File: src/design/fpa_pkg.sv
package fpa_pkg;

   // Number format
   localparam int FRACTION_BITS = 8;
   localparam int WORD_WIDTH    = 32;
   localparam int WORD_BITS     = (WORD_WIDTH > 32) ? 32 : WORD_WIDTH;
   localparam int OPND_W        = 32;
   localparam int NUM_W         = OPND_W + FRACTION_BITS;
   localparam int PROD_W        = 2 * OPND_W;
   localparam int WIDE_W        = PROD_W + 2;

   // Saturation bounds of the word range, sign-extended to the wide width
   localparam logic signed [WIDE_W-1:0] SAT_HI =
      {{(WIDE_W - WORD_BITS + 1){1'b0}}, {(WORD_BITS - 1){1'b1}}};
   localparam logic signed [WIDE_W-1:0] SAT_LO = ~SAT_HI;

   typedef enum logic [3:0] {
      KIND_ADD      = 4'd0,
      KIND_SUB      = 4'd1,
      KIND_MUL      = 4'd2,
      KIND_DIV      = 4'd3,
      KIND_GT       = 4'd4,
      KIND_LT       = 4'd5,
      KIND_GE       = 4'd6,
      KIND_LE       = 4'd7,
      KIND_EQ       = 4'd8,
      KIND_NE       = 4'd9,
      KIND_MIN      = 4'd10,
      KIND_MAX      = 4'd11,
      KIND_INC      = 4'd12,
      KIND_DEC      = 4'd13,
      KIND_FROM_INT = 4'd14,
      KIND_TO_INT   = 4'd15
   } fpa_kind_type;

   typedef enum logic [1:0] {
      STATUS_OK       = 2'd0,
      STATUS_OVERFLOW = 2'd1,
      STATUS_DIV_ZERO = 2'd2
   } fpa_status_type;

   typedef struct packed {
      logic [3:0]               kind;
      logic signed [OPND_W-1:0] operand_a;
      logic signed [OPND_W-1:0] operand_b;
   } fpa_req_type;

   typedef struct packed {
      logic signed [OPND_W-1:0] result;
      logic                     compare_true;
      logic [1:0]               status;
   } fpa_rsp_type;

   // Work item carried down the divider chain
   typedef struct packed {
      fpa_kind_type             kind;
      logic                     neg;
      logic                     div_zero;
      logic [NUM_W-1:0]         num;
      logic [OPND_W-1:0]        den;
      logic [OPND_W-1:0]        rem;
      logic signed [PROD_W-1:0] prod;
      fpa_rsp_type              simple;
   } fpa_token_type;

   typedef struct packed {
      logic [OPND_W-1:0] value;
      logic              ovf;
   } fpa_sat_type;

   // Clamp a wide signed value to the word range
   function automatic fpa_sat_type fpa_saturate(input logic signed [WIDE_W-1:0] v);
      fpa_sat_type s;
      if (v > SAT_HI) begin
         s.value = SAT_HI[OPND_W-1:0];
         s.ovf   = 1'b1;
      end else if (v < SAT_LO) begin
         s.value = SAT_LO[OPND_W-1:0];
         s.ovf   = 1'b1;
      end else begin
         s.value = v[OPND_W-1:0];
         s.ovf   = 1'b0;
      end
      return s;
   endfunction

endpackage

File: src/design/fpa_front.sv
module fpa_front (
   input  logic                  clock,
   input  logic                  reset,
   input  logic                  enable,
   input  logic                  req_valid,
   input  fpa_pkg::fpa_req_type  req_payload,
   output logic                  tok_valid_ff,
   output fpa_pkg::fpa_token_type tok_ff
);

   logic signed [fpa_pkg::OPND_W-1:0] a;
   logic signed [fpa_pkg::OPND_W-1:0] b;
   logic signed [fpa_pkg::WIDE_W-1:0] wa;
   logic signed [fpa_pkg::WIDE_W-1:0] wb;
   logic [fpa_pkg::OPND_W-1:0]        mag_a;
   logic [fpa_pkg::OPND_W-1:0]        mag_b;
   fpa_pkg::fpa_sat_type              sat;
   fpa_pkg::fpa_token_type            tok_in;

   assign a     = req_payload.operand_a;
   assign b     = req_payload.operand_b;
   assign wa    = {{(fpa_pkg::WIDE_W - fpa_pkg::OPND_W){a[fpa_pkg::OPND_W-1]}}, a};
   assign wb    = {{(fpa_pkg::WIDE_W - fpa_pkg::OPND_W){b[fpa_pkg::OPND_W-1]}}, b};
   assign mag_a = a[fpa_pkg::OPND_W-1] ? (~a + 1'b1) : a;
   assign mag_b = b[fpa_pkg::OPND_W-1] ? (~b + 1'b1) : b;

   // Decode the operation and finish everything except multiply and divide
   always_comb begin
      sat                 = '0;
      tok_in.kind         = fpa_pkg::fpa_kind_type'(req_payload.kind);
      tok_in.neg          = a[fpa_pkg::OPND_W-1] ^ b[fpa_pkg::OPND_W-1];
      tok_in.div_zero     = (b == '0);
      tok_in.num          = {mag_a, {fpa_pkg::FRACTION_BITS{1'b0}}};
      tok_in.den          = mag_b;
      tok_in.rem          = '0;
      tok_in.prod         = a * b;
      tok_in.simple       = '0;
      case (tok_in.kind)
         fpa_pkg::KIND_ADD:      sat = fpa_pkg::fpa_saturate(wa + wb);
         fpa_pkg::KIND_SUB:      sat = fpa_pkg::fpa_saturate(wa - wb);
         fpa_pkg::KIND_INC:      sat = fpa_pkg::fpa_saturate(wa + fpa_pkg::WIDE_W'(1));
         fpa_pkg::KIND_DEC:      sat = fpa_pkg::fpa_saturate(wa - fpa_pkg::WIDE_W'(1));
         fpa_pkg::KIND_FROM_INT: sat = fpa_pkg::fpa_saturate(wa <<< fpa_pkg::FRACTION_BITS);
         default:                sat = '0;
      endcase
      case (tok_in.kind)
         fpa_pkg::KIND_ADD, fpa_pkg::KIND_SUB, fpa_pkg::KIND_INC,
         fpa_pkg::KIND_DEC, fpa_pkg::KIND_FROM_INT: begin
            tok_in.simple.result = sat.value;
            tok_in.simple.status = sat.ovf ? fpa_pkg::STATUS_OVERFLOW : fpa_pkg::STATUS_OK;
         end
         fpa_pkg::KIND_GT: tok_in.simple.compare_true = (a > b);
         fpa_pkg::KIND_LT: tok_in.simple.compare_true = (a < b);
         fpa_pkg::KIND_GE: tok_in.simple.compare_true = (a >= b);
         fpa_pkg::KIND_LE: tok_in.simple.compare_true = (a <= b);
         fpa_pkg::KIND_EQ: tok_in.simple.compare_true = (a == b);
         fpa_pkg::KIND_NE: tok_in.simple.compare_true = (a != b);
         fpa_pkg::KIND_MIN: tok_in.simple.result = (a < b) ? a : b;
         fpa_pkg::KIND_MAX: tok_in.simple.result = (a > b) ? a : b;
         fpa_pkg::KIND_TO_INT: tok_in.simple.result = a >>> fpa_pkg::FRACTION_BITS;
         fpa_pkg::KIND_DIV: begin
            if (tok_in.div_zero) begin
               tok_in.simple.status = fpa_pkg::STATUS_DIV_ZERO;
            end
         end
         default: tok_in.simple = '0;
      endcase
   end

   // Capture the transaction
   always_ff @(posedge clock) begin
      if (reset) begin
         tok_valid_ff <= 1'b0;
      end else if (enable) begin
         tok_valid_ff <= req_valid;
      end
   end

   always_ff @(posedge clock) begin
      if (enable) begin
         tok_ff <= tok_in;
      end
   end

endmodule

File: config.mk
export PLATFORM = sky130hd
export DESIGN_NAME = fpa_front
export DESIGN_NICKNAME = d
export VERILOG_FILES = /design/src/design/fpa_pkg.sv /design/src/design/fpa_front.sv
export SDC_FILE = /design/constraint.sdc
export NUM_CORES = 2
export LEC_CHECK = 0
export ABC_AREA = 1
export BUFFER_PORTS_ARGS = -buffer_cell sky130_fd_sc_hd__buf_2
export CAP_MARGIN = 20
export CORE_MARGIN = 3
export CORE_UTILIZATION = 65
export CTS_BUF_LIST = sky130_fd_sc_hd__clkbuf_4
export CTS_CLUSTER_DIAMETER = 200
export CTS_CLUSTER_SIZE = 25
export DETAILED_ROUTE_END_ITERATION = 6
export PLACE_DENSITY = 0.93
export SLEW_MARGIN = 10
export SYNTH_ARGS = -nofsm -noshare
export SYNTH_HDL_FRONTEND = slang
export SYNTH_SLANG_ARGS = --single-unit
File: constraint.sdc
create_clock -name clock -period 19.5 [get_ports clock]
set_input_delay 2.925 -clock clock [delete_from_list [all_inputs] [get_ports clock]]
set_output_delay 2.925 -clock clock [all_outputs]
set_load 0.05 [all_outputs]
==> out/results.txt <==
Status = complete, but fails checks
Violated checks = DRC
Die Wd = 292 um
1st-pass router iterations = 7
Post_cts resized = 0
Layout Utilization = 68.1%
Synth Register Bits = 170
Reg clk slew, reported paths = 0.17 ns
First-pass GRT wire length = 308000 um
Max clock buf depth = 2
Antenna Nets Post-Route = 0
Critical Path Max Stage Delay = 0.78 ns
Worst Hold Launch = tok_valid_ff$_SDFFE_PP0P_
Final period util = 59.1%
Crit. End Element = flip-flop
DIE AREA = 0.0853 mm^2
Max transition margin = 18.1%
Max Clk Rate = 86.8 MHz
Max FO, Critical Path = 36
I/O pin count = 282
Clock sinks = 170
RD Place Congestion = 1.10
WP data required = 20.05 ns
Largest net degree at the start of global routing = 76
TritonCTS clock tree = yes
DP HPWL = 156000 um
Remaining DRCs = 30
Die Ht = 292 um
Post-synth EDFFs = 169
H-tree depth = 4
Clk Tree Root Cell = clkbuf_4
PortBufs = 241
Share of layout cells above drive strength 1 = 5.86%
Synthesized area = 0.0532 mm^2
Number of buffers created by CTS = 17
GRT Util Overall = 49.2%
Final Max Slew Viols = 0
CP cell instances = buf_2 -> nand2_1 -> fa_1 -> inv_1 -> fa_1 -> inv_1 -> fa_1 -> inv_1 -> fa_1 -> fa_1 -> fa_1 -> fa_1 -> fa_1 -> ha_1 -> nand2_1 -> nor2_1 -> inv_1 -> nor4_1 -> nand3_1 -> nand3_1 -> nand2_1 -> o211ai_1 -> a21oi_1 -> xnor2_1
# Max-Cap Violations = 0
Setup Fix Bufs, Post-CTS = 0
Worst hold path depth = 2
Worst-Skew Late Latency = 0.80 ns
Number of buffers and inverters on the critical path = 5
# rows = 104
Main synth FF type = edfxtp_1
Worst-Margin Slew = 1.23 ns
Hold Path End = tok_valid_ff$_SDFFE_PP0P_
Grt ovf = 0
RSZ-0062 raised after global routing = no
Final hold violation count = 0
DR WL/cell = 25.8 um
Post-CTS Hold Fix Bufs = 0
CP most frequent cell = fa_1
CP startpoint kind = primary input
FF-to-FF End = tok_valid_ff$_SDFFE_PP0P_
Via Count = 49600
Drt initial violations = 7393
Cells after Synth = 6914
Final setup violation count = 0
Critical path type = in -> reg
Fraction of registers with async set/reset = 0%
Post-layout net count = 8327
Min Clock Period, post-route = 11.52 ns
Register area share after synthesis = 9.58%
Initial Util = 65.8%
Reg-to-reg startpoint = tok_valid_ff$_SDFFE_PP0P_
Slowest-stage cell, CP = fa_1
FILL cells = 6220
Routed vias/inst = 6.21
CORE AREA = 0.0808 mm^2
Setup total negative slack = 0 ns
Synth-to-Final Area Change = 3.49%
Ys Warns = 0
Final WL = 206000 um
Delay-heaviest family, CP = adder cells
Worst r2r path cells = 2
Max Clock Skew = 0 ns
R2r setup slk = 18.90 ns
Number of global-route vias before repair = 52300
Hold Path Class = reg -> reg
Initial antenna violation count = 11
Distinct cells, synth = 61
Mapped Avg Cell Area = 7.69 um^2
Critical path arrival = 12.07 ns
layout by cell type, fill, tap and decap left out, drive strengths merged, types with 34 or more instances in the layout:
| master | instances |
|---|---|
| a21oi | 218 |
| o21ai | 258 |
| inv | 1812 |
| xnor2 | 36 |
| edfxtp | 169 |
| conb | 40 |
| fa | 1084 |
| nor3 | 34 |
| xor2 | 136 |
| buf | 319 |
| ha | 255 |
| nand4 | 53 |
| nor2 | 454 |
| nand3 | 159 |
| nand2 | 1715 |
how the worst max path moves through the flow:
| stage | slack (ns) | endpoint | from | cells after the start |
|---|---|---|---|---|
| 3_3_place_gp | 7.79 | tok_ff[91]$_DFFE_PP_ | req_payload[2] | 23 |
| 4_1_cts | 8.55 | tok_ff[91]$_DFFE_PP_ | req_payload[2] | 23 |
| 3_5_place_dp | 7.70 | tok_ff[91]$_DFFE_PP_ | req_payload[2] | 23 |
| 2_1_floorplan | 9.12 | tok_ff[96]$_DFFE_PP_ | req_payload[63] | 27 |
| 5_1_grt | 7.92 | tok_ff[98]$_DFFE_PP_ | req_payload[8] | 24 |
| 6_report | 7.98 | tok_ff[98]$_DFFE_PP_ | req_payload[8] | 24 |
synthesized netlist by cell type, drive strengths merged, types with 4 or more instances:
| cell type | instances | share of area [%] |
|---|---|---|
| o21a | 9 | 0.13 |
| a21o | 13 | 0.18 |
| o211ai | 17 | 0.24 |
| nor2 | 454 | 3.3 |
| o21bai | 15 | 0.22 |
| o21ai | 258 | 2.4 |
| nand2 | 1715 | 12 |
| xor2 | 136 | 2.3 |
| nand3 | 159 | 1.6 |
| o221ai | 5 | 0.082 |
| ha | 255 | 6.0 |
| nor4 | 17 | 0.20 |
| edfxtp | 169 | 9.5 |
| buf | 181 | 1.9 |
| a21oi | 218 | 2.1 |
| a21boi | 9 | 0.13 |
| nor3 | 34 | 0.33 |
| fa | 1084 | 41 |
| o22ai | 12 | 0.14 |
| xnor2 | 36 | 0.59 |
| clkbuf | 194 | 1.4 |
| inv | 1805 | 13 |
| o31ai | 9 | 0.13 |
| a31oi | 30 | 0.35 |
| nand4 | 53 | 0.66 |
| o311ai | 4 | 0.066 |
worst reg2reg max path, stage by stage (launching register included):
cell	delay [ns]
dfxtp_1	0.35
mux2i_1	0.12
nor2_1	0.06
through the flow:
stage / cells / hold slack (ns) / setup slack [ns] / area (um^2)
floorplan: 6953 / 0.733 / 9.12 / 53300
global placement: 7956 / 0.479 / 7.79 / 54700
detailed placement: 7956 / 0.479 / 7.70 / 54700
CTS: 7987 / 0.530 / 8.55 / 55000
global route: 7994 / 0.582 / 7.92 / 55000
finish: 7998 / 0.535 / 7.98 / 55000
cell families (layout without fill, tap and decap cells):
| logic type | after synthesis | in the layout | synth area share (%) |
|---|---|---|---|
| other | 1 | 50 | 0.00705 |
| AND/OR/NAND/NOR | 2442 | 2442 | 18.4 |
| multiplexers | 1 | 1 | 0.0188 |
| XOR/XNOR | 172 | 172 | 2.85 |
| buffers and inverters | 2182 | 2157 | 16.0 |
| AO/OA/AOI/OAI | 607 | 607 | 6.29 |
| adder cells (fa/ha/maj) | 1339 | 1339 | 46.8 |
| flip-flops | 170 | 170 | 9.58 |
flip-flops by register name (all words and copies together), names as in the netlist:
register / count
tok_ff: 169
tok_valid_ff: 1
layer usage:
| layer | up-vias | GRT usage (%) | share of wire [%] | wire length, um |
|---|---|---|---|---|
| met3 | 1653 | 21.0 | 15 | 31300 |
| met2 | 4517 | 71.5 | 42 | 87200 |
| met4 | 15 | 41.8 | 11 | 22700 |
| li1 | 20100 | - | - | - |
| met1 | 23400 | 56.0 | 31 | 64700 |
| met5 | - | 3.27 | 0.17 | 349 |
layout make-up:
| cell class | count | area [um^2] | area share [%] |
|---|---|---|---|
| antenna | 10 | 25.0 | 0.0455 |
| multi-input combinational | 4601 | 39700 | 72.2 |
| clock inverter | 14 | 155 | 0.282 |
| sequential | 170 | 5090 | 9.26 |
| clock buffer | 17 | 128 | 0.232 |
| tap | 1060 | 1330 | 2.41 |
| inverter | 1807 | 6780 | 12.3 |
| timing repair buffer | 319 | 1810 | 3.28 |
Power is left out: the tool's default activity adds up to more than one toggle a clock period on the data nets, which glitch-free logic cannot reach.
