[src/design/fpa_pkg.sv]
package fpa_pkg;

   // Number format
   localparam int FRACTION_BITS = 8;
   localparam int WORD_WIDTH    = 32;
   localparam int WORD_BITS     = (WORD_WIDTH > 32) ? 32 : WORD_WIDTH;
   localparam int OPND_W        = 32;
   localparam int NUM_W         = OPND_W + FRACTION_BITS;
   localparam int PROD_W        = 2 * OPND_W;
   localparam int WIDE_W        = PROD_W + 2;

   // Saturation bounds of the word range, sign-extended to the wide width
   localparam logic signed [WIDE_W-1:0] SAT_HI =
      {{(WIDE_W - WORD_BITS + 1){1'b0}}, {(WORD_BITS - 1){1'b1}}};
   localparam logic signed [WIDE_W-1:0] SAT_LO = ~SAT_HI;

   typedef enum logic [3:0] {
      KIND_ADD      = 4'd0,
      KIND_SUB      = 4'd1,
      KIND_MUL      = 4'd2,
      KIND_DIV      = 4'd3,
      KIND_GT       = 4'd4,
      KIND_LT       = 4'd5,
      KIND_GE       = 4'd6,
      KIND_LE       = 4'd7,
      KIND_EQ       = 4'd8,
      KIND_NE       = 4'd9,
      KIND_MIN      = 4'd10,
      KIND_MAX      = 4'd11,
      KIND_INC      = 4'd12,
      KIND_DEC      = 4'd13,
      KIND_FROM_INT = 4'd14,
      KIND_TO_INT   = 4'd15
   } fpa_kind_type;

   typedef enum logic [1:0] {
      STATUS_OK       = 2'd0,
      STATUS_OVERFLOW = 2'd1,
      STATUS_DIV_ZERO = 2'd2
   } fpa_status_type;

   typedef struct packed {
      logic [3:0]               kind;
      logic signed [OPND_W-1:0] operand_a;
      logic signed [OPND_W-1:0] operand_b;
   } fpa_req_type;

   typedef struct packed {
      logic signed [OPND_W-1:0] result;
      logic                     compare_true;
      logic [1:0]               status;
   } fpa_rsp_type;

   // Work item carried down the divider chain
   typedef struct packed {
      fpa_kind_type             kind;
      logic                     neg;
      logic                     div_zero;
      logic [NUM_W-1:0]         num;
      logic [OPND_W-1:0]        den;
      logic [OPND_W-1:0]        rem;
      logic signed [PROD_W-1:0] prod;
      fpa_rsp_type              simple;
   } fpa_token_type;

   typedef struct packed {
      logic [OPND_W-1:0] value;
      logic              ovf;
   } fpa_sat_type;

   // Clamp a wide signed value to the word range
   function automatic fpa_sat_type fpa_saturate(input logic signed [WIDE_W-1:0] v);
      fpa_sat_type s;
      if (v > SAT_HI) begin
         s.value = SAT_HI[OPND_W-1:0];
         s.ovf   = 1'b1;
      end else if (v < SAT_LO) begin
         s.value = SAT_LO[OPND_W-1:0];
         s.ovf   = 1'b1;
      end else begin
         s.value = v[OPND_W-1:0];
         s.ovf   = 1'b0;
      end
      return s;
   endfunction

endpackage

[src/design/fpa_div_cell.sv]
module fpa_div_cell (
   input  logic                   clock,
   input  logic                   reset,
   input  logic                   enable,
   input  logic                   in_valid,
   input  fpa_pkg::fpa_token_type in_tok,
   output logic                   out_valid_ff,
   output fpa_pkg::fpa_token_type out_tok_ff
);

   logic [fpa_pkg::OPND_W:0] shifted;
   logic                     take;
   fpa_pkg::fpa_token_type   tok_in;

   // One restoring step: bring down a dividend bit, subtract if it fits
   always_comb begin
      shifted = {in_tok.rem, in_tok.num[fpa_pkg::NUM_W-1]};
      take    = (shifted >= {1'b0, in_tok.den});
      tok_in  = in_tok;
      tok_in.num = {in_tok.num[fpa_pkg::NUM_W-2:0], take};
      if (take) begin
         tok_in.rem = fpa_pkg::OPND_W'(shifted - {1'b0, in_tok.den});
      end else begin
         tok_in.rem = shifted[fpa_pkg::OPND_W-1:0];
      end
   end

   always_ff @(posedge clock) begin
      if (reset) begin
         out_valid_ff <= 1'b0;
      end else if (enable) begin
         out_valid_ff <= in_valid;
      end
   end

   always_ff @(posedge clock) begin
      if (enable) begin
         out_tok_ff <= tok_in;
      end
   end

endmodule

[config.mk]
export PLATFORM = sky130hd
export DESIGN_NAME = fpa_div_cell
export DESIGN_NICKNAME = d
export VERILOG_FILES = /design/src/design/fpa_pkg.sv /design/src/design/fpa_div_cell.sv
export SDC_FILE = /design/constraint.sdc
export NUM_CORES = 1
export LEC_CHECK = 0
export BUFFER_PORTS_ARGS = -buffer_cell sky130_fd_sc_hd__buf_2
export CAP_MARGIN = 20
export CORE_MARGIN = 5
export CORE_UTILIZATION = 28
export CTS_CLUSTER_DIAMETER = 60
export DETAILED_ROUTE_END_ITERATION = 10
export GPL_TIMING_DRIVEN = 0
export HOLD_SLACK_MARGIN = 0.02
export PLACE_DENSITY_LB_ADDON = 0.08
export SYNTH_ARGS = -nofsm -noshare
export SYNTH_HDL_FRONTEND = slang
export SYNTH_SLANG_ARGS = --single-unit
[constraint.sdc]
create_clock -name clock -period 3.74 [get_ports clock]
set_input_delay 1.122 -clock clock [delete_from_list [all_inputs] [get_ports clock]]
set_output_delay 1.122 -clock clock [all_outputs]
set_load 0.02 [all_outputs]
==> results.toml, run 1 <==
[drt]
num_vias = 6269
antenna_left = 0
wirelength_um = 28900
drtPass1Iterations = 4
wire_per_inst_um = 20.2
vias_per_cell = 4.39
drc_errors = 0
drt_iter0_drc = 265

[logic_synthesis]
synth_compound_area_share_pct = 8.64
synth_edf_count = 209
syn_area_mm2 = 0.00852
yosys.cell_types.count = 48
synth_adder_area_share_pct = 4.94
syn-num-nets = 801
synthMuxAreaShare_pct = 1.67
ys.flop_type = "edfxtp_1"
async_reset_ff_share_pct = 0
ys_seq_area_share_pct = 73.9
synth_xor_area_share_pct = 2.78
syn_avg_cell_area_um2 = 15.3
synth_top_family_by_area = "compound AO/OA/AOI/OAI gates"
synthSimpleGateAreaFrac_pct = 5.36
synthesis.instances = 555
ys_ff_latch = 210
ys_warn_count = 0

[final_layout]
final_common_cell = "buf_2"
layout_common_cells = "421 x buf_2, 209 x edfxtp_1, 51 x a21oi_1"
nNetsFinal = 1260
drive_above_1_share_pct = 50.4
final_area_mm2 = 0.0123
layout.cells.non_filler = 1427
area_delta_synth_final_pct = 44.8
fillers = 2911

[setup_path]
arrival_ns = 3.92
critPathBufInv = 5
crit_type = "primary input to flop"
path_max_fanout = 10
slowest_stage = "or4_4"
crit_chain = "buf_2, inv_1, ha_4, buf_6, nand4_1, or4_4, a21oi_4, nor3_4, a211oi_4, o21ai_4, o31ai_4, buf_12, buf_12, mux2_4"
worstPathRequired_ns = 4.00
max_stage_delay_ns = 0.58
reg2reg_slack_ns = 3.17
rr_startpoint = "out_valid_ff$_SDFFE_PP0P_"
worst_setup_path_end_kind = "flop"
critical-path-top-delay-family = "simple AND/OR/NAND/NOR gates"
start_kind = "primary input"
worstSetupStartpoint = "in_tok[149]"
cpMostUsedCell = "buf_12"

[outcome]
status = "complete, no violations"

[global_routing]
track_usage_pct = 15.8
antenna_found_initial = 7
grt_overflow = 0
grt_max_degree = 113
grt_pass1_wl_um = 40500
grt_pass1_vias = 6298

[clock_tree]
cts_tree = "done"
path_clk_slew_ns = 0.06
cts_root_buf = "clkbuf_16"
cts_hold_buf = 0
cts.htree.levels = 1
clock-sinks = 210
clk_path_buf_depth = 3
cts-buffers-inserted = 26
clock_latency_ns = 0.51

[die]
die_width_um = 184
initial_core_util_pct = 28.5
core_mm2 = 0.0299
rows = 63
dieArea_mm2 = 0.0340
die_h_um = 184
num_io_pins = 423

[timing]
setup_viol = 0
fmax_mhz = 273
tns_ns = 0
min_period_ns = 3.66
hold_ws_ns = 0.493
worst_slew_pin_slew_ns = 0.814
final-max-slew-violation-count = 0
hold_viol = 0
finClkSkew_ns = 0
fin_crit_sh_pct = 97.9
relSlewSlack_pct = 45.8

[power]
peakVddDrop_v = 0.000266
power_density_mw_per_mm2 = 523
p_leak_nw = 5.36

[placed_design]
gp_congestion = 0.793
hpwl_um = 22900
placed_area_mm2 = 0.0113
portBuffers = 422
dpl.cell_count = 1368

[worst_hold_path]
hp-class = "flop to flop"
worstHoldStart = "out_valid_ff$_SDFFE_PP0P_"

[run]
drv_cap = 0
cell type report:
class	count	area, um2	share of cell area (%)
repair buffers	433	2250	18.3
clock buffers	32	704	5.71
clock inverters	16	119	0.964
plain buffers	15	135	1.10
well taps	390	488	3.96
multi-input cells	290	2170	17.6
diodes	3	7.51	0.0609
flip-flops and latches	210	6300	51.1
inverters	38	155	1.26
kinds of logic after synthesis:
kind of cell               count (synthesis)
AOI/OAI and AO/OA                        118
xor gates and xnor gates                  27
adders and majority gates                 33
buffers and inverters                     55
DFF                                      210
muxes                                     13
and+or+nand+nor                           99
worst register-to-register path, stage by stage, from the launching register on:
cell	delay, ns
dfxtp_1	0.31
mux2i_1	0.11
nor2_1	0.05
synth_stat cells, types with 2 or more instances:
| cell | n | area share (%) |
|---|---|---|
| nand2_1 | 27 | 1.2 |
| a2bb2oi_1 | 2 | 0.21 |
| and4_1 | 2 | 0.21 |
| inv_1 | 38 | 1.7 |
| a211oi_1 | 3 | 0.26 |
| nand2b_1 | 4 | 0.29 |
| o21bai_1 | 3 | 0.26 |
| clkbuf_1 | 5 | 0.22 |
| nand3_1 | 8 | 0.47 |
| mux2i_1 | 3 | 0.35 |
| nor2_1 | 37 | 1.6 |
| xor2_1 | 11 | 1.1 |
| mux2_2 | 6 | 0.79 |
| o22ai_1 | 2 | 0.15 |
| o41ai_1 | 2 | 0.21 |
| ha_1 | 32 | 4.7 |
| mux2_1 | 4 | 0.53 |
| o21a_1 | 6 | 0.53 |
| buf_4 | 3 | 0.26 |
| buf_2 | 8 | 0.47 |
| nor2b_1 | 2 | 0.15 |
| xnor2_1 | 16 | 1.6 |
| a211o_1 | 2 | 0.21 |
| o211ai_1 | 4 | 0.35 |
| nor3_1 | 2 | 0.12 |
| a21oi_1 | 54 | 3.2 |
| a21o_1 | 12 | 1.1 |
| edfxtp_1 | 209 | 74 |
| nor4_1 | 4 | 0.29 |
| nand4_1 | 7 | 0.51 |
| a31oi_1 | 5 | 0.37 |
| o21ai_0 | 16 | 0.94 |
routing by layer:
layer | vias to the layer above | wire length (um) | GRT usage [%]
li1 | 3025 | - | -
met3 | 39 | 3250 | 6.00
met2 | 251 | 15300 | 29.7
met5 | - | 69 | 0
met4 | 10 | 450 | 3.14
met1 | 2944 | 9760 | 16.9
path summary, 6_finish.rpt:
kind / end / cells after the start
worst min-delay path: out_valid_ff$_SDFFE_PP0P_ / 2
worst max register to register: out_valid_ff$_SDFFE_PP0P_ / 2
worst min register to register: out_valid_ff$_SDFFE_PP0P_ / 2
worst max-delay path: out_tok_ff[129]$_DFFE_PP_ / 14
timing repair:
| action | CTS | global route |
|---|---|---|
| setup buffers | 3 | 7 |
| resized for setup | 7 | 15 |
| pin swaps | 3 | 4 |
| setup endpoints to repair | 33 | 28 |
report_power, final:
group / internal (mW) / total, mW / switching (mW) / leakage, nW
Sequential: 2.84 / 2.89 / 0.0441 / 2.05
Clock: 1.41 / 2.37 / 0.963 / 0.408
Combinational: 0.449 / 1.19 / 0.740 / 2.89
Total: 4.70 / 6.45 / 1.75 / 5.36
flip-flops by register name (all words and copies together), names as in the netlist:
signal and count:
out_valid_ff 1, out_tok_ff 209
per-stage QoR:
step           worst slack, ns  total power [mW]  util [%]
2_1_floorplan          -0.0359              3.60         -
3_3_place_gp             -1.57              4.12      37.8
3_5_place_dp            -0.861              4.11      37.9
4_1_cts                0.00408              6.55      40.9
5_1_grt              -0.000712              6.77      41.3
6_report                0.0795              6.45      41.3
Note: power is estimated with default switching activity, not from simulation.
==> run 2, diff against run 1 <==
==> constraint.sdc (replaced) <==
create_clock -name clock -period 3.74 [get_ports clock]
set_input_delay 0.748 -clock clock [delete_from_list [all_inputs] [get_ports clock]]
set_output_delay 0.748 -clock clock [all_outputs]
set_load 0.02 [all_outputs]
==> run 2 against run 1 <==
Critical path depth decreased by 2. Cell count down 0.56%. Register-to-register slack lost 0.03 ns. Sequential share of layout area up 1.4 points.
==> results.toml, run 2 (same netlist as run 1, synthesis figures left out) <==
[clock_tree]
clk_path_buf_depth = 3
cts_tree = "done"
cts.htree.levels = 1
clock-sinks = 210
cts-buffers-inserted = 26
path_clk_slew_ns = 0.06
cts_root_buf = "clkbuf_16"
clock_latency_ns = 0.52

[die]
core_mm2 = 0.0299
dieArea_mm2 = 0.0340
rows = 63
die_h_um = 184
die_width_um = 184
initial_core_util_pct = 28.5
num_io_pins = 423

[timing]
min_period_ns = 3.50
rsz0062_at_grt = "no"
setup_viol = 0
hold_viol = 0
relSlewSlack_pct = 45.8
worst_slew_pin_slew_ns = 0.814
fmax_mhz = 286
finClkSkew_ns = 0
final-max-slew-violation-count = 0
tns_ns = 0
fin_crit_sh_pct = 93.5

[outcome]
status = "complete, no violations"

[drt]
wirelength_um = 28200
wire_per_inst_um = 19.9
antenna_left = 0
drtPass1Iterations = 6
vias_per_cell = 4.38
drc_errors = 0
drt_iter0_drc = 421
num_vias = 6222

[power]
power_density_mw_per_mm2 = 531
finalPower_mw = 6.37
peakVddDrop_v = 0.000300
p_leak_nw = 5.25

[global_routing]
grt_pass1_vias = 6189
track_usage_pct = 15.4
grt_pass1_wl_um = 39500
grt_overflow = 0
antenna_found_initial = 4
grt_max_degree = 117

[setup_path]
path_max_fanout = 4
cpMostUsedCell = "a21oi_1"
critPathBufInv = 1
worst_setup_path_end_kind = "flop"
max_stage_delay_ns = 0.42
slowest_stage = "o311a_1"
start_kind = "primary input"
crit_chain = "buf_2, ha_1, fa_1, nand2b_1, a21oi_1, o21ai_0, o311a_1, a31oi_1, a21oi_1, o41ai_2, xor2_1, mux2_1"
worstPathRequired_ns = 4.01
critical-path-top-delay-family = "compound AO/OA/AOI/OAI gates"
crit_type = "primary input to flop"
arrival_ns = 3.77

[final_layout]
reg_top3 = "out_tok_ff (209), out_valid_ff (1)"
max_flop_register = "out_tok_ff"
fillers = 2953
seq_area_mm2 = 0.00630
largest_reg_flops = 209
layout_common_cells = "429 x buf_2, 209 x edfxtp_1, 54 x a21oi_1"
area_delta_synth_final_pct = 40.9
final_common_cell = "buf_2"
drive_above_1_share_pct = 47.3
multi_input_area_mm2 = 0.00200
utilization_pct = 40.2
nNetsFinal = 1256
final_area_mm2 = 0.0120

[placed_design]
hpwl_um = 22300
gp_congestion = 0.832
portBuffers = 422
placed_area_mm2 = 0.0112

[worst_hold_path]
hp-class = "primary input to flop"

[run]
drv_cap = 0
run 2: what timing repair did:
item / in CTS / in global routing
hold buffers: 0 / 0
setup buffers: 0 / 4
endpoints found under the setup margin: 7 / 27
pin swaps: 1 / 1
cloned: 0 / 0
gates resized for setup: 0 / 1
run 2: path summary, 6_finish.rpt:
check / start / endpoint / slack (ns) / depth (start not counted)
setup / recovery: in_tok[131] / out_tok_ff[129]$_DFFE_PP_ / 0.24 / 12
hold / removal: reset / out_valid_ff$_SDFFE_PP0P_ / 0.37 / 2
setup reg to reg: out_valid_ff$_SDFFE_PP0P_ / out_valid_ff$_SDFFE_PP0P_ / 3.14 / 2
hold reg to reg: out_valid_ff$_SDFFE_PP0P_ / out_valid_ff$_SDFFE_PP0P_ / 0.52 / 2
run 2: metrics by stage:
step                      hold slack (ns)  instances  setup slack [ns]
after global routing                0.341       1418            0.0124
final                               0.374       1419             0.243
after CTS                           0.343       1414            0.0244
after detailed placement            0.518       1368            -0.596
after global placement              0.478       1367             -1.18
after floorplan                     0.579        555             0.221
run 2: cell type report:
type                       count  area share (%)
inverter                      38            1.19
multi-input combinational    290            16.7
clock buffer                  32            5.61
clock inverter                14            1.08
tap                          390            4.07
timing repair buffer         427            18.2
sequential                   210            52.5
antenna                        1          0.0209
buffer                        17           0.720
run 2: power breakdown:
part	internal [mW]	leakage (nW)	total, mW	switching, mW
Combinational	0.401	2.81	1.12	0.719
Sequential	2.84	2.05	2.89	0.0440
Clock	1.41	0.386	2.36	0.956
run 2: routing by layer:
metal,part of all wire (%),GRT usage [%],up-vias
li1,-,-,3006
met1,35,16.7,2907
met2,51,27.9,258
met3,11,5.82,45
met4,3.0,4.41,6
met5,0.16,0,-
