===== src/design/fpa_pkg.sv =====
package fpa_pkg;

   // Number format
   localparam int FRACTION_BITS = 8;
   localparam int WORD_WIDTH    = 32;
   localparam int WORD_BITS     = (WORD_WIDTH > 32) ? 32 : WORD_WIDTH;
   localparam int OPND_W        = 32;
   localparam int NUM_W         = OPND_W + FRACTION_BITS;
   localparam int PROD_W        = 2 * OPND_W;
   localparam int WIDE_W        = PROD_W + 2;

   // Saturation bounds of the word range, sign-extended to the wide width
   localparam logic signed [WIDE_W-1:0] SAT_HI =
      {{(WIDE_W - WORD_BITS + 1){1'b0}}, {(WORD_BITS - 1){1'b1}}};
   localparam logic signed [WIDE_W-1:0] SAT_LO = ~SAT_HI;

   typedef enum logic [3:0] {
      KIND_ADD      = 4'd0,
      KIND_SUB      = 4'd1,
      KIND_MUL      = 4'd2,
      KIND_DIV      = 4'd3,
      KIND_GT       = 4'd4,
      KIND_LT       = 4'd5,
      KIND_GE       = 4'd6,
      KIND_LE       = 4'd7,
      KIND_EQ       = 4'd8,
      KIND_NE       = 4'd9,
      KIND_MIN      = 4'd10,
      KIND_MAX      = 4'd11,
      KIND_INC      = 4'd12,
      KIND_DEC      = 4'd13,
      KIND_FROM_INT = 4'd14,
      KIND_TO_INT   = 4'd15
   } fpa_kind_type;

   typedef enum logic [1:0] {
      STATUS_OK       = 2'd0,
      STATUS_OVERFLOW = 2'd1,
      STATUS_DIV_ZERO = 2'd2
   } fpa_status_type;

   typedef struct packed {
      logic [3:0]               kind;
      logic signed [OPND_W-1:0] operand_a;
      logic signed [OPND_W-1:0] operand_b;
   } fpa_req_type;

   typedef struct packed {
      logic signed [OPND_W-1:0] result;
      logic                     compare_true;
      logic [1:0]               status;
   } fpa_rsp_type;

   // Work item carried down the divider chain
   typedef struct packed {
      fpa_kind_type             kind;
      logic                     neg;
      logic                     div_zero;
      logic [NUM_W-1:0]         num;
      logic [OPND_W-1:0]        den;
      logic [OPND_W-1:0]        rem;
      logic signed [PROD_W-1:0] prod;
      fpa_rsp_type              simple;
   } fpa_token_type;

   typedef struct packed {
      logic [OPND_W-1:0] value;
      logic              ovf;
   } fpa_sat_type;

   // Clamp a wide signed value to the word range
   function automatic fpa_sat_type fpa_saturate(input logic signed [WIDE_W-1:0] v);
      fpa_sat_type s;
      if (v > SAT_HI) begin
         s.value = SAT_HI[OPND_W-1:0];
         s.ovf   = 1'b1;
      end else if (v < SAT_LO) begin
         s.value = SAT_LO[OPND_W-1:0];
         s.ovf   = 1'b1;
      end else begin
         s.value = v[OPND_W-1:0];
         s.ovf   = 1'b0;
      end
      return s;
   endfunction

endpackage


===== src/design/fpa_back.sv =====
module fpa_back (
   input  logic                   clock,
   input  logic                   reset,
   input  logic                   enable,
   input  logic                   tok_valid,
   input  fpa_pkg::fpa_token_type tok,
   output logic                   rsp_valid_ff,
   output fpa_pkg::fpa_rsp_type   rsp_ff
);

   logic [fpa_pkg::PROD_W-1:0]        prod_mag;
   logic [fpa_pkg::PROD_W-1:0]        mul_mag;
   logic                              round_up;
   logic [fpa_pkg::NUM_W:0]           div_mag;
   logic signed [fpa_pkg::WIDE_W-1:0] mul_wide;
   logic signed [fpa_pkg::WIDE_W-1:0] div_wide;
   fpa_pkg::fpa_sat_type              sat;
   fpa_pkg::fpa_rsp_type              rsp_in;

   // Round the product half away from zero
   assign prod_mag = tok.prod[fpa_pkg::PROD_W-1] ? (~tok.prod + 1'b1) : tok.prod;
   assign mul_mag  = (prod_mag + (fpa_pkg::PROD_W'(1) << (fpa_pkg::FRACTION_BITS - 1)))
                     >> fpa_pkg::FRACTION_BITS;
   assign mul_wide = tok.prod[fpa_pkg::PROD_W-1]
                     ? -$signed({2'b00, mul_mag}) : $signed({2'b00, mul_mag});

   // Round the quotient up when twice the remainder reaches the divisor
   assign round_up = ({tok.rem, 1'b0} >= {1'b0, tok.den});
   assign div_mag  = {1'b0, tok.num} + (fpa_pkg::NUM_W + 1)'(round_up);
   assign div_wide = tok.neg
                     ? -$signed({{(fpa_pkg::WIDE_W - fpa_pkg::NUM_W - 1){1'b0}}, div_mag})
                     : $signed({{(fpa_pkg::WIDE_W - fpa_pkg::NUM_W - 1){1'b0}}, div_mag});

   always_comb begin
      sat    = '0;
      rsp_in = tok.simple;
      case (tok.kind)
         fpa_pkg::KIND_MUL: begin
            sat           = fpa_pkg::fpa_saturate(mul_wide);
            rsp_in.result = sat.value;
            rsp_in.status = sat.ovf ? fpa_pkg::STATUS_OVERFLOW : fpa_pkg::STATUS_OK;
         end
         fpa_pkg::KIND_DIV: begin
            if (!tok.div_zero) begin
               sat           = fpa_pkg::fpa_saturate(div_wide);
               rsp_in.result = sat.value;
               rsp_in.status = sat.ovf ? fpa_pkg::STATUS_OVERFLOW : fpa_pkg::STATUS_OK;
            end
         end
         default: rsp_in = tok.simple;
      endcase
   end

   // Hold the result until the receiver takes it
   always_ff @(posedge clock) begin
      if (reset) begin
         rsp_valid_ff <= 1'b0;
      end else if (enable) begin
         rsp_valid_ff <= tok_valid;
      end
   end

   always_ff @(posedge clock) begin
      if (enable) begin
         rsp_ff <= rsp_in;
      end
   end

endmodule


===== config.mk =====
export PLATFORM = sky130hd
export DESIGN_NAME = fpa_back
export DESIGN_NICKNAME = d
export VERILOG_FILES = /design/src/design/fpa_pkg.sv /design/src/design/fpa_back.sv
export SDC_FILE = /design/constraint.sdc
export NUM_CORES = 1
export LEC_CHECK = 0
export BUFFER_PORTS_ARGS = -buffer_cell sky130_fd_sc_hd__clkbuf_2
export CORE_UTILIZATION = 52
export CTS_CLUSTER_DIAMETER = 60
export CTS_CLUSTER_SIZE = 14
export DETAILED_ROUTE_END_ITERATION = 8
export HOLD_SLACK_MARGIN = 0.03
export PLACE_DENSITY = 0.79
export SYNTH_ARGS = -nofsm -noshare
export SYNTH_HDL_FRONTEND = slang
export SYNTH_SLANG_ARGS = --single-unit

===== constraint.sdc =====
create_clock -name clock -period 8.06 [get_ports clock]
set_clock_uncertainty 0.2 [all_clocks]
set_input_delay 0.403 -clock clock [delete_from_list [all_inputs] [get_ports clock]]
set_output_delay 0.403 -clock clock [all_outputs]
set_load 0.01 [all_outputs]

==> run metrics, run 1 <==
PwrDens=80.2 nW/um2; row cnt=52; CTS max path bufs=2; Avg WL per Cell=18.5 um; Routed WL=roughly 38000 um; achievable frequency=approximately 130 MHz; min Tclk post-route=7540 ps; syn avg cell area=7.08 um2; final cell count without fillers=2034; number of flops mapped to enable cells by yosys=35; pin count of the biggest net entering global routing=61; Worst VDD drop=approximately 0.093 mV; ANT cells=0; Design Area, Final=12800 um2; Leakage=between 4 and 5 nW; # fillers=around 1900; IO Count=249; Main synth FF type=edfxtp_1; nets=around 2000; Yosys cell types=89; setup TNS=0 ps; Synth Warn #=0; worst-margin pin slew=~1000 ps; share of cells above drive strength 1=22.8%; Most Frequent Cell on Critical Path=o21ai_0; top cells by area, synth=xnor2_1 (10%), edfxtp_1 (9.6%), xor2_1 (7.8%); synthesized flop and latch total=36; total CTS buffers=5; Post-DRT Antenna Nets=0; initial DRC count=1152; GRT Total Usage=approximately 34%; CP Class=input pin to flip-flop; Mapped Cells=1552; Hold Vio Cnt, Final=0; Vias/cell=6.52; HP Class=input pin to flip-flop; global-route wire length before repair=60400 um; Area Overhead vs Synth=16.5%; status=completed; router iterations before antenna repair=6; Syn Nets=1801; Die H=147 um; share of synthesized flip-flops with an asynchronous set or reset=0%; die area=around 22000 um2; clock slew at reported path FFs=60 ps; total core area=a little over 20000 um2; largest fanout on the critical path=6; placed inst area=roughly 13000 um2; # clock sinks=36; Worst Setup End Kind=flip-flop; pre-CTS setup slack=roughly 7.4 ps; max-slew violations=0; starting density of the core=53.6%; CTS tree=built; maxcap violations=0; via count=13300; clock root buffer=clkbuf_16; H-tree lvl count=2; share of the synthesized area in the top cell type=approximately 10%; Crit path largest cell delay=~500 ps; register area share after synthesis=9.75%; GPL Wtd Cong=0.968; initial antenna violation count=0; post-synth top area cell=xnor2_1; I/O Buffers=248; grt ovf=0; Worst setup SP type=input pin; Worst Path Arrival=around 7400 ps; # setup viols final=0; Cells after DPL=~2000; Post-DP HPWL=approximately 30000 um; vias in the first global route=11800; DRC violations left=0; post-layout worst setup margin=516 ps; CP Data Required Time=7880 ps; worst rel slew slack=32.5%; final worst path period share=93.6%; CTS Hold Bufs=0; clock latency on the worst-skew pair=around 290 ps; Die X=147 um; slowest CP cell=or3b_2; Netlist Area Pre-Place=11000 um2
-- layout make-up --
type	count	area, um2	share of cell area (%)
Clock buffer	5	125	0.978
Clock inverter	3	18.8	0.147
Inverter	57	214	1.67
Multi-Input combinational cell	1366	9390	73.4
Sequential cell	36	1070	8.37
Tap cell	270	338	2.64
Timing Repair Buffer	297	1640	12.8
-- path summary, 6_finish.rpt --
| path | startpoint | end | slack (ps) | depth (start not counted) |
|---|---|---|---|---|
| hold reg to reg | rsp_valid_ff$_SDFFE_PP0P_ | rsp_valid_ff$_SDFFE_PP0P_ | 300 | 2 |
| setup reg to reg | rsp_valid_ff$_SDFFE_PP0P_ | rsp_valid_ff$_SDFFE_PP0P_ | 7270 | 2 |
| setup / recovery | tok[132] | rsp_ff[12]$_DFFE_PP_ | 520 | 35 |
| hold / removal | reset | rsp_valid_ff$_SDFFE_PP0P_ | 60 | 2 |
-- Yosys cell counts (all sizes together), types with 5 or more instances --
cell / number
and4: 11
nand3: 67
nor2: 125
nand4: 51
a211oi: 10
clkbuf: 72
nand2b: 14
a22oi: 8
or4: 27
inv: 56
nand2: 117
o21ai: 103
xnor2: 125
o221ai: 30
a2111oi: 5
a32oi: 6
xor2: 98
or3: 36
nor4b: 6
and2: 21
o21a: 5
nor4: 52
o2111ai: 5
o211ai: 14
ha: 36
buf: 21
mux2i: 16
nor2b: 11
a31o: 7
a21oi: 78
or2: 25
a31oi: 18
nor3: 55
a21o: 13
o31ai: 47
a211o: 9
o22ai: 6
edfxtp: 35
and3: 20
o31a: 10
o41ai: 18
nand4b: 9
-- cells in the final DEF (no fill, tap or decap), types with 14 or more instances in the layout --
cell type / Yosys / final
nand3_1: 67 / 65
nand2_1: 117 / 117
mux2i_1: 16 / 16
buf_4: 3 / 45
nor2_1: 125 / 124
nand2b_1: 14 / 14
ha_1: 36 / 35
nand4_1: 51 / 51
or2_2: 21 / 20
o21ai_0: 103 / 103
or4_1: 24 / 24
xnor2_1: 125 / 125
nor4_1: 48 / 46
inv_1: 56 / 56
and3_1: 20 / 20
and2_1: 20 / 20
a31oi_1: 18 / 18
a21oi_1: 78 / 77
or3_1: 34 / 33
edfxtp_1: 35 / 35
o221ai_2: 26 / 28
o31ai_1: 47 / 47
clkbuf_2: 0 / 247
xor2_1: 98 / 98
nor3_1: 53 / 53
o41ai_1: 17 / 17
-- registers in the layout, indices dropped and copies added, names as in the netlist --
name          cells
rsp_valid_ff      1
rsp_ff           35
-- worst max-delay path, delay by kind of cell --
family / cells / cell delay (ps)
compound gates: 18 / 3440
fa+ha+maj: 3 / 670
buf+inv: 4 / 460
mux: 1 / 160
simple gates: 9 / 2220
-- where the power goes --
group          switching, W  internal [W]  total, W  leakage (nW)
clock network     0.0000805      0.000114  0.000194        0.0736
registers         0.0000112      0.000228  0.000239         0.351
logic              0.000361      0.000232  0.000593          4.31
-- cells by family after synthesis --
kind of cell,Yosys count,synth area share (%)
AND/OR/NAND/NOR,668,33.3
AO/OA/AOI/OAI,420,27.6
XOR/XNOR,223,17.8
buffers and inverters,150,5.69
adder cells (fa/ha/maj),36,4.10
flip-flops,36,9.75
multiplexers,19,1.77
-- timing repair --
item                       CTS  global route
gates resized for setup      0            21
setup endpoints to repair    0            33
buffers inserted             0             2
-- through the flow --
stage | hold WS [ps] | utilization (%) | power [W]
finish | 62.9 | 62.4 | 0.00103
global route | 68.6 | 62.4 | 0.00109
CTS | 60.3 | 61.9 | 0.00101
detailed placement | 293 | 61.2 | 0.000813
global placement | 274 | 61.2 | 0.000804
floorplan | 275 | - | 0.000613
-- per-layer routing --
layer  global-route usage [%]  part of all wire, %  vias up
li1                         -                    -     6333
met1                     47.7                   44     6130
met2                     53.7                   44      716
met3                     3.45                  9.1       78
met4                     10.2                  2.6        0
met5                        0                    0        -
Power figures use the tool's default switching activity.
==> run 2: changes to the inputs <==
- CTS_BUF_LIST: unset -> sky130_fd_sc_hd__clkbuf_4 sky130_fd_sc_hd__clkbuf_8
==> run metrics, run 2 (synthesized netlist as in run 1, its figures left out) <==
Worst Hold Depth=2 (unchanged); Worst setup SP type=input pin; Pwr Total=0.000965 W (-5.9%); Area Overhead vs Synth=16.0%; nets=2013 (+0.050%); Reg2Reg Depth=2 (unchanged); status=completed; commonest non-fill, non-tap cell in the layout=clkbuf_2; maxcap violations=0 (unchanged); clock root buffer=clkbuf_8; Routed WL=37500 um (-0.19%); CTS max path bufs=2 (unchanged); total core area=20500 um2 (unchanged); die area=21700 um2 (unchanged); max-slew violations=0 (unchanged); H-tree lvl count=2 (unchanged); via count=13300 (+0.098%); router iterations before antenna repair=5 (-1); grt ovf=0 (unchanged); R2R setup slack=7270 ps (about the same); Post-DP HPWL=30100 um (unchanged); Die H=147 um (unchanged); Worst VDD drop=0.0560 mV (-40%); Worst Path Arrival=7340 ps (-30 ps); CP Class=input pin to flip-flop; # setup viols final=0 (unchanged); initial antenna violation count=0 (unchanged); Crit path largest cell delay=790 ps (+300 ps); ANT cells=0 (unchanged); unrepaired setup endpoints after global routing=false; GPL Wtd Cong=0.968 (unchanged); total CTS buffers=5 (unchanged); most frequent cells in the layout=clkbuf_2 (247), xnor2_1 (125), nor2_1 (124); largest fanout on the critical path=29 (+23); setup TNS=0 ps (unchanged); max FFs per register=35 (unchanged); Avg WL per Cell=18.4 um (-0.24%); achievable frequency=133 MHz (+0.69%); CP Data Required Time=7900 ps (+20 ps); worst flop-to-flop path startpoint=rsp_valid_ff$_SDFFE_PP0P_; global-route wire length before repair=60200 um (-0.24%); min Tclk post-route=7490 ps (-51.3 ps); row cnt=52 (unchanged); slowest CP cell=or4b_2; vias in the first global route=11800 (-0.20%); Hold Vio Cnt, Final=0 (unchanged); CTS Hold Bufs=0 (unchanged); CTS tree=built; Largest Register=rsp_ff; worst path cell trace=clkbuf_2 -> or4_4 -> or4_1 -> o41ai_1 -> xor2_1 -> a2111oi_2 -> nand2_1 -> or4b_2 -> or4_4 -> a22oi_2 -> nand4b_2 -> or3_1 -> o41ai_2 -> xor2_1 -> nor4_1 -> nand4_1 -> nand2_1 -> buf_12 -> o221ai_1; worst-margin pin slew=1020 ps (+5.80 ps); final worst path period share=93.0% (-0.64 points); Leakage=4.71 nW (-0.43%); Vias/cell=6.52 (about the same); GRT Total Usage=33.5% (-0.21 points); clock latency on the worst-skew pair=300 ps (about the same); Worst Setup End Kind=flip-flop; Worst Hold End=rsp_valid_ff$_SDFFE_PP0P_; PwrDens=75.7 nW/um2 (-5.6%); Post-DRT Antenna Nets=0 (unchanged); min-delay src=reset; DRC violations left=0 (unchanged); IO Count=249 (unchanged); I/O Buffers=248 (unchanged); RR Endpoint=rsp_valid_ff$_SDFFE_PP0P_; HP Class=input pin to flip-flop; Die X=147 um (unchanged); initial DRC count=1280 (+11%); share of cells above drive strength 1=22.9% (+0.044 points); # clock sinks=36 (unchanged); pin count of the biggest net entering global routing=61 (unchanged); biggest regs=rsp_ff x35, rsp_valid_ff x1; clock slew at reported path FFs=80 ps (+20 ps); worst rel slew slack=32.1% (-0.39 points); crit path from=tok[42]; starting density of the core=53.6% (unchanged)
[run 2: cell count changes in the layout (fill, tap and decap cells not counted)]
cell	delta
buf_2	-1
buf_4	+2
clkbuf_16	-5
clkbuf_8	+5
o21ai_0	-1
o21ai_1	+1
[run 2: worst max-delay path by stage]
stage,slack [ps],cells after the start,to
finish,570,19,rsp_ff[11]$_DFFE_PP_
global placement,110,36,rsp_ff[3]$_DFFE_PP_
CTS,300,36,rsp_ff[3]$_DFFE_PP_
detailed placement,7,36,rsp_ff[3]$_DFFE_PP_
floorplan,40,33,rsp_ff[32]$_DFFE_PP_
global route,30,36,rsp_ff[9]$_DFFE_PP_
[run 2: timing repair]
item / 4_1_cts / 5_1_grt
endpoints found under the setup margin: 0 / 33
resized for setup: 0 / 22
setup buffers: 0 / 4
hold endpoints to repair: 0 / 0
[run 2: power breakdown]
group          switching, W  internal, W  total, W  leakage [nW]
clock             0.0000735    0.0000603  0.000134        0.0479
sequential        0.0000110     0.000227  0.000238         0.351
combinational      0.000361     0.000233  0.000593          4.31
[run 2: layout make-up]
type / instances / area [um2]
clock inverter: 3 / 18.8
sequential: 36 / 1070
fill: 1905 / 7750
timing repair buffer: 298 / 1650
clock buffer: 5 / 68.8
multi-input combinational: 1366 / 9390
inverter: 57 / 214
tap: 270 / 338
[run 2: stage by stage]
step	worst slack (ps)	hold slack [ps]	cell area [um2]	cells	utilization (%)
finish	567	45.0	12700	2035	62.2
global route	30.1	50.2	12700	2035	62.2
CTS	298	38.6	12600	2030	61.6
detailed placement	7.45	293	12500	2022	61.2
global placement	111	274	12500	2022	61.2
floorplan	42.9	275	11000	1552	-
[run 2: worst max-delay path, delay by kind of cell]
family                 cells  cell delay (ps)
AO/OA/AOI/OAI              5             1720
XOR/XNOR                   2              460
AND/OR/NAND/NOR           10             4320
buffers and inverters      2              410
[run 2: routing by layer]
| layer | routed length, um | GRT usage [%] | part of all wire, % | vias up |
|---|---|---|---|---|
| met5 | 0 | 0 | 0 | - |
| met4 | 900 | 8.92 | 2.4 | 0 |
| met3 | 3110 | 2.20 | 8.3 | 86 |
| met2 | 16800 | 54.0 | 45 | 703 |
| met1 | 16700 | 48.1 | 44 | 6155 |
| li1 | - | - | - | 6326 |
